File: config.mk
export PLATFORM = sky130hd
export DESIGN_NAME = http_chunked_body_decoder
export DESIGN_NICKNAME = d
export VERILOG_FILES = /design/src/hcbd_pkg.sv /design/src/http_chunked_body_decoder.sv
export SDC_FILE = /design/constraint.sdc
export NUM_CORES = 1
export LEC_CHECK = 0
export ABC_CLOCK_PERIOD_IN_PS = 4600
export BUFFER_PORTS_ARGS = -buffer_cell sky130_fd_sc_hd__buf_4
export CAP_MARGIN = 20
export CORE_ASPECT_RATIO = 1.1
export CORE_UTILIZATION = 45
export CTS_CLUSTER_DIAMETER = 30
export DETAILED_ROUTE_END_ITERATION = 10
export PLACE_DENSITY = 0.68
export RECOVER_POWER = 100
export SLEW_MARGIN = 20
export SYNTH_ARGS = -nofsm -noshare
export SYNTH_HDL_FRONTEND = slang
export SYNTH_SLANG_ARGS = --single-unit
File: constraint.sdc
create_clock -name clk -period 4.6 [get_ports clk]
set_clock_uncertainty 0.15 [all_clocks]
set_input_delay 0.46 -clock clk [delete_from_list [all_inputs] [get_ports clk]]
set_output_delay 0.46 -clock clk [all_outputs]
set_load 0.02 [all_outputs]
File: src/hcbd_pkg.sv
// Package: phase codes, result type and byte constants for the chunked body decoder.
`default_nettype none

package hcbd_pkg;

    typedef enum logic [2:0] {
        PH_SIZE  = 3'd0,
        PH_LF    = 3'd1,
        PH_DATA  = 3'd2,
        PH_TRAIL = 3'd3,
        PH_FINAL = 3'd4,
        PH_DONE  = 3'd5,
        PH_ERR   = 3'd6
    } phase_t;

    localparam logic [7:0] CHAR_CR         = 8'h0D;
    localparam logic [7:0] CHAR_LF         = 8'h0A;
    localparam logic [7:0] CHAR_0          = 8'h30;
    localparam logic [7:0] CHAR_9          = 8'h39;
    localparam logic [7:0] CHAR_LOWER_A    = 8'h61;
    localparam logic [7:0] CHAR_LOWER_F    = 8'h66;
    localparam logic [7:0] CASE_BIT        = 8'h20;
    localparam logic [3:0] HEX_ALPHA_BASE  = 4'd10;
    localparam logic [1:0] TRAILER_BYTES   = 2'd2;

    typedef struct packed {
        logic [7:0] out_byte;
        logic       is_payload;
        logic       message_done;
        logic       framing_error;
    } result_t;

    typedef struct packed {
        logic       valid;
        logic [3:0] value;
    } hex_digit_t;

    // Decode one ASCII hex digit, either case.
    function automatic hex_digit_t hex_decode(input logic [7:0] b);
        hex_digit_t d;
        logic [7:0] lc;
        logic [7:0] off;
        lc = b | CASE_BIT;
        d.valid = 1'b0;
        d.value = 4'd0;
        if (b >= CHAR_0 && b <= CHAR_9) begin
            off     = b - CHAR_0;
            d.valid = 1'b1;
            d.value = off[3:0];
        end
        else if (lc >= CHAR_LOWER_A && lc <= CHAR_LOWER_F) begin
            off     = lc - CHAR_LOWER_A;
            d.valid = 1'b1;
            d.value = off[3:0] + HEX_ALPHA_BASE;
        end
        return d;
    endfunction

endpackage

`default_nettype wire

File: src/http_chunked_body_decoder.sv
// Top level: HTTP chunked transfer body decoder, one byte per item.
//
// Input channel: in_valid / in_stall with data_byte, one raw body byte per item.
// Output channel: out_valid / out_stall with out_byte, is_payload, message_done
// and framing_error; every input item yields exactly one result item.
// The size line (hex digits, CR LF) is accumulated into a SIZE_BITS counter, then
// that many bytes leave marked as payload, then two trailer bytes are skipped.
// A zero size ends the message; framing_error is sticky once a bad size line or
// a size overflow is seen.
// A result enters the output register if that is free, else the skid register.
// Throughput: one item per cycle while in_stall is low; the decode of a byte is
// a single step of the phase register and byte counter.
// A stalled output holds its result; one further item lands in a skid register
// and in_stall rises only while that skid register is full.
// Reset clears the phase to size reading, the counters to zero and both
// output stages to empty.
`default_nettype none

module http_chunked_body_decoder #(
    parameter int SIZE_BITS = 32
) (
    input  wire logic       clk,
    input  wire logic       rst_n,
    input  wire logic       in_valid,
    output logic            in_stall,
    input  wire logic [7:0] data_byte,
    output logic            out_valid,
    input  wire logic       out_stall,
    output logic [7:0]      out_byte,
    output logic            is_payload,
    output logic            message_done,
    output logic            framing_error
);
    import hcbd_pkg::*;

    phase_t                 phase_reg, phase_next;
    logic [SIZE_BITS-1:0]   byte_count_reg, byte_count_next;
    logic [1:0]             trailer_left_reg, trailer_left_next;

    result_t                out_reg, out_next;
    result_t                skid_reg, skid_next;
    logic                   out_valid_reg, out_valid_next;
    logic                   skid_valid_reg, skid_valid_next;

    result_t                res;
    hex_digit_t             digit;
    logic                   in_fire;
    logic                   out_fire;
    logic                   out_free;

    assign in_stall  = skid_valid_reg;
    assign in_fire   = in_valid && !skid_valid_reg;
    assign out_fire  = out_valid_reg && !out_stall;
    assign out_free  = !out_valid_reg || out_fire;

    // Decode step for the byte at the input.
    always_comb
    begin
        digit             = hex_decode(data_byte);
        phase_next        = phase_reg;
        byte_count_next   = byte_count_reg;
        trailer_left_next = trailer_left_reg;
        res.out_byte      = data_byte;
        res.is_payload    = 1'b0;

        unique case (phase_reg)
            PH_SIZE:
            begin
                if (digit.valid) begin
                    if (byte_count_reg[SIZE_BITS-1 -: 4] != 4'd0) begin
                        phase_next = PH_ERR;
                    end
                    else begin
                        byte_count_next = {byte_count_reg[SIZE_BITS-5:0], digit.value};
                    end
                end
                else if (data_byte == CHAR_CR) begin
                    phase_next = PH_LF;
                end
                else begin
                    phase_next = PH_ERR;
                end
            end
            PH_LF:
            begin
                if (data_byte != CHAR_LF) begin
                    phase_next = PH_ERR;
                end
                else if (byte_count_reg == '0) begin
                    trailer_left_next = TRAILER_BYTES;
                    phase_next        = PH_FINAL;
                end
                else begin
                    phase_next = PH_DATA;
                end
            end
            PH_DATA:
            begin
                res.is_payload  = 1'b1;
                byte_count_next = byte_count_reg - 1'b1;
                if (byte_count_next == '0) begin
                    trailer_left_next = TRAILER_BYTES;
                    phase_next        = PH_TRAIL;
                end
            end
            PH_TRAIL:
            begin
                trailer_left_next = trailer_left_reg - 2'd1;
                if (trailer_left_next == 2'd0) begin
                    byte_count_next = '0;
                    phase_next      = PH_SIZE;
                end
            end
            PH_FINAL:
            begin
                trailer_left_next = trailer_left_reg - 2'd1;
                if (trailer_left_next == 2'd0) begin
                    phase_next = PH_DONE;
                end
            end
            PH_DONE:
            begin
                phase_next = PH_DONE;
            end
            default:
            begin
                phase_next = PH_ERR;
            end
        endcase

        res.message_done  = (phase_next == PH_DONE);
        res.framing_error = (phase_next == PH_ERR);
    end

    // Output register with one skid entry behind it.
    always_comb
    begin
        out_next        = out_reg;
        skid_next       = skid_reg;
        out_valid_next  = out_valid_reg;
        skid_valid_next = skid_valid_reg;
        if (out_free) begin
            // advance: skid first, else the new item
            out_valid_next  = skid_valid_reg || in_fire;
            out_next        = skid_valid_reg ? skid_reg : res;
            skid_valid_next = 1'b0;
        end
        else if (in_fire) begin
            // hold the output, park the new item
            skid_next       = res;
            skid_valid_next = 1'b1;
        end
    end

    always_ff @(posedge clk or negedge rst_n)
    begin
        if (!rst_n) begin
            phase_reg        <= PH_SIZE;
            byte_count_reg   <= '0;
            trailer_left_reg <= 2'd0;
            out_valid_reg    <= 1'b0;
            skid_valid_reg   <= 1'b0;
        end
        else begin
            if (in_fire) begin
                phase_reg        <= phase_next;
                byte_count_reg   <= byte_count_next;
                trailer_left_reg <= trailer_left_next;
            end
            out_valid_reg  <= out_valid_next;
            skid_valid_reg <= skid_valid_next;
        end
    end

    always_ff @(posedge clk)
    begin
        out_reg  <= out_next;
        skid_reg <= skid_next;
    end

    assign out_valid     = out_valid_reg;
    assign out_byte      = out_reg.out_byte;
    assign is_payload    = out_reg.is_payload;
    assign message_done  = out_reg.message_done;
    assign framing_error = out_reg.framing_error;

`ifndef ASSERT_OFF
    a_skid_behind_out: assert property (@(posedge clk) disable iff (!rst_n)
        skid_valid_reg |-> out_valid_reg)
        else $error("skid entry full while output stage empty");

    a_flags_exclusive: assert property (@(posedge clk) disable iff (!rst_n)
        out_valid |-> !((is_payload && message_done) || (is_payload && framing_error)
                        || (message_done && framing_error)))
        else $error("result flags not mutually exclusive");

    a_error_sticky: assert property (@(posedge clk) disable iff (!rst_n)
        (out_valid && framing_error) |=> (!out_valid || framing_error))
        else $error("framing error cleared after being reported");

    a_err_phase_holds: assert property (@(posedge clk) disable iff (!rst_n)
        (phase_reg == PH_ERR) |=> (phase_reg == PH_ERR))
        else $error("decoder left the error phase");
`endif

endmodule

`default_nettype wire

==> flow_metrics.py, run 1 <==
metrics = {
    "floorplanning": {
        "fp.dieH_um": 99.1,
        "core_area_um2": 8360,
        "fp.dieW_um": 90.3,
        "start_util": 0.461,
        "dieArea_um2": 8950,
        "io_pins": 25,
        "rows": 35,
    },
    "placement": {
        "hpwl_um": 6080,
        "gp_congestion": 0.908,
        "placed_cells": 529,
        "numPortBuffers": 24,
    },
    "power_and_ir_drop": {
        "ir_drop_uv": 250,
        "p_leak_nw": 1.49,
        "power_density_nw_per_um2": 569,
        "power_mw": 2.36,
    },
    "critical_path": {
        "cp_top_family": "simple AND/OR/NAND/NOR gates",
        "crit_chain": "inv_1 -> ha_1 -> nor4b_4 -> nand2_1 -> nor4_1 -> nand3_1 -> a31oi_1 -> o21ai_0 -> a41o_1",
        "critPathBufInv": 1,
        "crit_path_start_kind": "flop",
        "path_max_fanout": 7,
        "cp_data_arrival_time_ns": 3.50,
        "worstPathRequired_ns": 4.69,
        "slowest_delay_ns": 0.90,
        "critPathSlowestCell": "nor4_1",
        "path_class": "reg -> reg",
        "end_kind": "flop",
    },
    "sta": {
        "fin_crit_sh": 0.740,
        "setup_tns_ns": 0,
        "max_slew.worst_pin.slew_ns": 2.21,
        "maxSlewHeadroom": -0.471,
        "setup_viol": 0,
        "period_needed_ns": 3.41,
        "final_max_slew_viol_count": 80,
        "fmax_mhz": 294,
        "rsz0062_at_grt": "false",
        "hold_viol": 0,
    },
    "finish": {
        "largest_reg_flops": 32,
        "diodes": 0,
        "fillCellCount": 804,
        "nNetsFinal": 449,
        "mostFrequentLayoutCell": "o21ai_0",
        "synthToLayoutAreaGrowth_pct": 7.52,
        "fin_cells": 546,
        "layout_common_cells": "o21ai_0, nor2_1, dfrtp_1, nand2_1, clkbuf_1",
        "drive_above_1_share": 0.0920,
    },
    "yosys": {
        "synth_edf_count": 22,
        "ys_ff_latch": 61,
        "synth_fp_nets": 437,
        "synthArstFlopShare": 0.639,
        "ys_seq_area_frac": 0.424,
        "syn_inst": 418,
        "syn_area_per_cell_um2": 9.23,
        "ys_types": 68,
        "synth.cell_area_um2": 3860,
        "yosysWarnings": 0,
        "yosys_most_used_dff": "dfrtp_1",
    },
    "global_routing": {
        "grt_usage": 0.221,
        "first_global_vias": 3146,
        "grt_pass1_wl_um": 15800,
        "antenna_found_initial": 0,
        "grt_max_degree": 40,
        "overflow": 0,
    },
    "clocking": {
        "clk_pin_slew_worst_paths_ns": 0.07,
        "cts-root-buf": "clkbuf_8",
        "cts_buffers": 9,
        "cts_tree": "yes",
        "cts_buffer_depth": 2,
        "clkLatencyLatePin_ns": 0.35,
        "clock-sinks": 61,
        "postCtsSetupRepairBufs": 0,
        "htreeDepth": 3,
    },
    "status": {
        "status": "finished, violations left",
        "violations": "max-capacitance violations, max-slew violations",
    },
    "detailed_routing": {
        "via_count": 3262,
        "viasPerCell": 5.97,
        "drcViolationCount": 0,
        "ant_nets": 0,
        "drt_wl_total_um": 9170,
        "wl_per_cell_um": 16.8,
        "dr.pass1.iters": 5,
        "drt_iter0_drc": 241,
    },
    "hold_path": {
        "worst_hold_path_type": "in -> reg",
    },
    "job": {
        "maxCapViolCount": 2,
    },
}
[cell usage after synthesis (8+ instances only)]
master	n	area, µm²
a21oi_1	22	110
a22oi_1	9	67.6
a32oi_1	11	96.3
clkbuf_1	17	63.8
dfrtp_1	39	976
edfxtp_1	22	661
inv_1	16	60.1
nand2_1	31	116
nor2_1	41	154
nor3_1	21	105
o21ai_0	39	195
o22ai_1	8	50.1
o2bb2ai_1	10	87.6
xnor2_1	8	70.1
[per-layer routing]
| layer | global-route usage | share of wire |
|---|---|---|
| met5 | 0 | 0 |
| met4 | 0.0868 | 0.021 |
| met3 | 0.0482 | 0.052 |
| met2 | 0.344 | 0.47 |
| met1 | 0.302 | 0.46 |
[area by class of cell]
class | instances | area [µm²] | share of cell area
repair buffers | 29 | 130 | 0.0314
clock inverters | 7 | 66.3 | 0.0160
multi-input cells | 313 | 1990 | 0.480
inverters | 16 | 60.1 | 0.0145
well taps | 111 | 139 | 0.0335
clock buffers | 9 | 124 | 0.0299
flip-flops and latches | 61 | 1640 | 0.394
[per-stage QoR]
| step | utilization | hold slack (ns) | cell area, µm² | worst slack [ns] |
|---|---|---|---|---|
| 3_5_place_dp | 0.487 | 0.328 | 4070 | 1.21 |
| 2_1_floorplan | - | 0.0144 | 3860 | 2.02 |
| 4_1_cts | 0.511 | 0.156 | 4270 | 1.49 |
| 5_1_grt | 0.496 | 0.188 | 4150 | 0.825 |
| 6_report | 0.496 | 0.185 | 4150 | 1.19 |
| 3_3_place_gp | 0.487 | 0.321 | 4070 | 1.38 |
[where the power goes]
part	leakage, nW	internal [mW]	switching (mW)
clock	0.0903	0.246	0.224
combinational	0.724	0.349	0.455
sequential	0.675	0.749	0.335
[cell families (layout without fill, tap and decap cells)]
group           Yosys count  count (layout)  synth area share
buf+inv                  44              61            0.0506
flops                    61              61             0.424
xor+xnor                 13              13            0.0295
mux                       8               8            0.0230
simple gates            150             150             0.220
compound gates          135             135             0.230
fa+ha+maj                 7               7            0.0227
[what timing repair did]
action / 4_1_cts / 5_1_grt
hold buffers: 1 / 0
hold endpoints to repair: 39 / 0
resized for setup: 0 / 0
endpoints found under the setup margin: 0 / 0
[worst register-to-register path, cell delays in order (launching register included)]
cell     delay, ns
dfrtp_1       0.46
inv_1         0.11
ha_1          0.28
nor4b_4       0.46
nand2_1       0.24
nor4_1        0.90
nand3_1       0.20
a31oi_1       0.21
o21ai_0       0.09
a41o_1        0.21
[worst paths after layout]
check / from / end / slack (ns) / cells after the start
worst max-delay path: byte_count_reg[0]$_DFFE_PN0P_ / trailer_left_reg[0]$_DFFE_PN0P_ / 1.19 / 9
worst min-delay path: in_valid / out_valid$_DFFE_PN0N_ / 0.18 / 3
worst max register to register: byte_count_reg[0]$_DFFE_PN0P_ / trailer_left_reg[0]$_DFFE_PN0P_ / 1.19 / 9
worst min register to register: byte_count_reg[17]$_DFFE_PN0P_ / byte_count_reg[17]$_DFFE_PN0P_ / 0.37 / 1
max in group asynchronous: rst_n / byte_count_reg[16]$_DFFE_PN0P_ / 1.88 / 2
min in group asynchronous: rst_n / byte_count_reg[29]$_DFFE_PN0P_ / 1.15 / 2
(Power assumes the default switching activity.)
==> run 2: changes to the inputs <==
--- a/config.mk
+++ b/config.mk
@@ -5,14 +5,14 @@
 export SDC_FILE = /design/constraint.sdc
 export NUM_CORES = 1
 export LEC_CHECK = 0
-export ABC_CLOCK_PERIOD_IN_PS = 4600
+export ABC_CLOCK_PERIOD_IN_PS = 3100
 export BUFFER_PORTS_ARGS = -buffer_cell sky130_fd_sc_hd__buf_4
 export CAP_MARGIN = 20
 export CORE_ASPECT_RATIO = 1.1
 export CORE_UTILIZATION = 45
 export CTS_CLUSTER_DIAMETER = 30
 export DETAILED_ROUTE_END_ITERATION = 10
-export PLACE_DENSITY = 0.68
+export PLACE_DENSITY = 0.71
 export RECOVER_POWER = 100
 export SLEW_MARGIN = 20
 export SYNTH_ARGS = -nofsm -noshare
==> constraint.sdc (replaced) <==
create_clock -name clk -period 3.1 [get_ports clk]
set_clock_uncertainty 0.15 [all_clocks]
set_input_delay 0.31 -clock clk [delete_from_list [all_inputs] [get_ports clk]]
set_output_delay 0.31 -clock clk [all_outputs]
set_load 0.02 [all_outputs]
==> flow_metrics.py, run 2 (same netlist as run 1, synthesis figures left out) <==
metrics = {
    "clocking": {
        "clk_pin_slew_worst_paths_ns": 0.08,
        "clkLatencyLatePin_ns": 0.35,
        "cts_buffer_depth": 2,
        "cts-root-buf": "clkbuf_8",
        "htreeDepth": 3,
        "cts_tree": "yes",
        "clock-sinks": 61,
        "cts_buffers": 9,
    },
    "detailed_routing": {
        "drt_iter0_drc": 201,
        "drt_wl_total_um": 9290,
        "viasPerCell": 5.92,
        "drcViolationCount": 0,
        "via_count": 3301,
        "dr.pass1.iters": 4,
        "ant_nets": 0,
        "wl_per_cell_um": 16.7,
    },
    "finish": {
        "fillCellCount": 787,
        "synthToLayoutAreaGrowth_pct": 11.3,
        "nNetsFinal": 461,
        "post-route-util": 0.514,
        "largest_reg_flops": 32,
        "layout_common_cells": "o21ai_0, nor2_1, dfrtp_1, nand2_1",
        "diodes": 0,
        "drive_above_1_share": 0.123,
        "fin_cells": 558,
        "mostFrequentLayoutCell": "o21ai_0",
    },
    "critical_path": {
        "path_max_fanout": 6,
        "critPathSlowestCell": "nor4_2",
        "cp_data_arrival_time_ns": 2.99,
        "r2r_setup_slack_ns": 0.19,
        "crit_path_start_kind": "flop",
        "rr_worst_depth": 10,
        "r2r-start": "byte_count_reg[0]$_DFFE_PN0P_",
        "slowest_delay_ns": 0.65,
        "cp_top_family": "simple AND/OR/NAND/NOR gates",
        "end_kind": "flop",
        "path_class": "reg -> reg",
        "crit_chain": "inv_1 -> ha_1 -> nor4b_4 -> buf_4 -> nand2_4 -> nor4_2 -> nand3_1 -> a31oi_1 -> o21ai_0 -> a41o_1",
        "timing.rr.end": "trailer_left_reg[0]$_DFFE_PN0P_",
        "critPathBufInv": 2,
        "worstPathRequired_ns": 3.18,
    },
    "placement": {
        "hpwl_um": 6260,
        "placed_cells": 539,
        "numPortBuffers": 24,
        "gp_congestion": 0.915,
    },
    "floorplanning": {
        "io_pins": 25,
        "start_util": 0.461,
        "fp.dieH_um": 99.1,
        "dieArea_um2": 8950,
        "core_area_um2": 8360,
        "rows": 35,
        "fp.dieW_um": 90.3,
    },
    "sta": {
        "setup_tns_ns": 0,
        "max_slew.worst_pin.slew_ns": 1.07,
        "rsz0062_at_grt": "false",
        "hold_viol": 0,
        "fmax_mhz": 344,
        "final_max_slew_viol_count": 0,
        "setup_viol": 0,
        "fin_crit_sh": 0.937,
        "period_needed_ns": 2.91,
        "maxSlewHeadroom": 0.286,
    },
    "global_routing": {
        "first_global_vias": 3316,
        "grt_pass1_wl_um": 16100,
        "overflow": 0,
        "grt_usage": 0.225,
        "antenna_found_initial": 0,
        "grt_max_degree": 47,
    },
    "hold_path": {
        "min_path_cells": 3,
        "holdPathEnd": "out_valid$_DFFE_PN0N_",
        "worst_hold_path_type": "in -> reg",
        "hp-start": "in_valid",
    },
    "status": {
        "status": "finished clean",
    },
    "power_and_ir_drop": {
        "ir_drop_uv": 477,
        "power_mw": 3.75,
        "p_leak_nw": 1.59,
        "power_density_nw_per_um2": 873,
    },
    "job": {
        "maxCapViolCount": 0,
    },
}
## run 2: cell types whose count changed in the layout (fill, tap and decap cells not counted), moves of 2 or more
cell,delta
buf_4,+11
a211oi_1,+2
bufinv_16,+2
a211oi_2,-2
clkbuf_2,+2
## run 2: area by class of cell
cell class,instances,area (µm²),area share
Clock buffer,9,124,0.0288
Clock inverter,7,114,0.0265
Inverter,16,60.1,0.0140
Multi-Input combinational cell,313,2000,0.467
Sequential cell,61,1640,0.381
Tap cell,111,139,0.0323
Timing Repair Buffer,41,219,0.0510
## run 2: metal layers
layer  wire, µm  part of all wire  global-route usage  vias up
met3        379             0.041              0.0489       16
met1       4290              0.46               0.288     1589
met2       4460              0.48               0.377       83
li1           -                 -                   -     1613
met5          0                 0                   0        -
met4        153             0.016              0.0794        0
## run 2: worst reg2reg max path, cell delays in order (launching register included)
cell and delay, ns:
dfrtp_1 0.45, inv_1 0.10, ha_1 0.24, nor4b_4 0.22, buf_4 0.19, nand2_4 0.08
nor4_2 0.65, nand3_1 0.21, a31oi_1 0.20, o21ai_0 0.10, a41o_1 0.22
## run 2: what timing repair did
item,CTS,global route
endpoints found under the hold margin,39,0
endpoints found under the setup margin,0,2
buffers inserted,0,2
gates resized for setup,0,0
hold buffers,1,0
## run 2: worst max path at each step
stage / from / endpoint / depth (start not counted)
6_report: byte_count_reg[0]$_DFFE_PN0P_ / trailer_left_reg[0]$_DFFE_PN0P_ / 10
5_1_grt: byte_count_reg[0]$_DFFE_PN0P_ / trailer_left_reg[0]$_DFFE_PN0P_ / 10
4_1_cts: byte_count_reg[0]$_DFFE_PN0P_ / trailer_left_reg[0]$_DFFE_PN0P_ / 9
3_5_place_dp: byte_count_reg[0]$_DFFE_PN0P_ / trailer_left_reg[0]$_DFFE_PN0P_ / 9
3_3_place_gp: byte_count_reg[0]$_DFFE_PN0P_ / trailer_left_reg[0]$_DFFE_PN0P_ / 9
2_1_floorplan: byte_count_reg[0]$_DFFE_PN0P_ / trailer_left_reg[0]$_DFFE_PN0P_ / 9
## run 2: report_power, final
group | internal (mW) | switching [mW] | leakage (nW)
clock network | 0.530 | 0.353 | 0.113
logic | 0.572 | 0.695 | 0.798
registers | 1.11 | 0.488 | 0.675
total | 2.21 | 1.54 | 1.59
## run 2: per-stage QoR
step | cell area [µm²] | setup WS [ns] | hold slack [ns]
floorplan | 3860 | 0.547 | -0.136
global placement | 4150 | 0.345 | 0.183
detailed placement | 4150 | 0.246 | 0.190
CTS | 4400 | 0.206 | 0.0138
global route | 4300 | 0.0747 | 0.0442
finish | 4300 | 0.195 | 0.0418
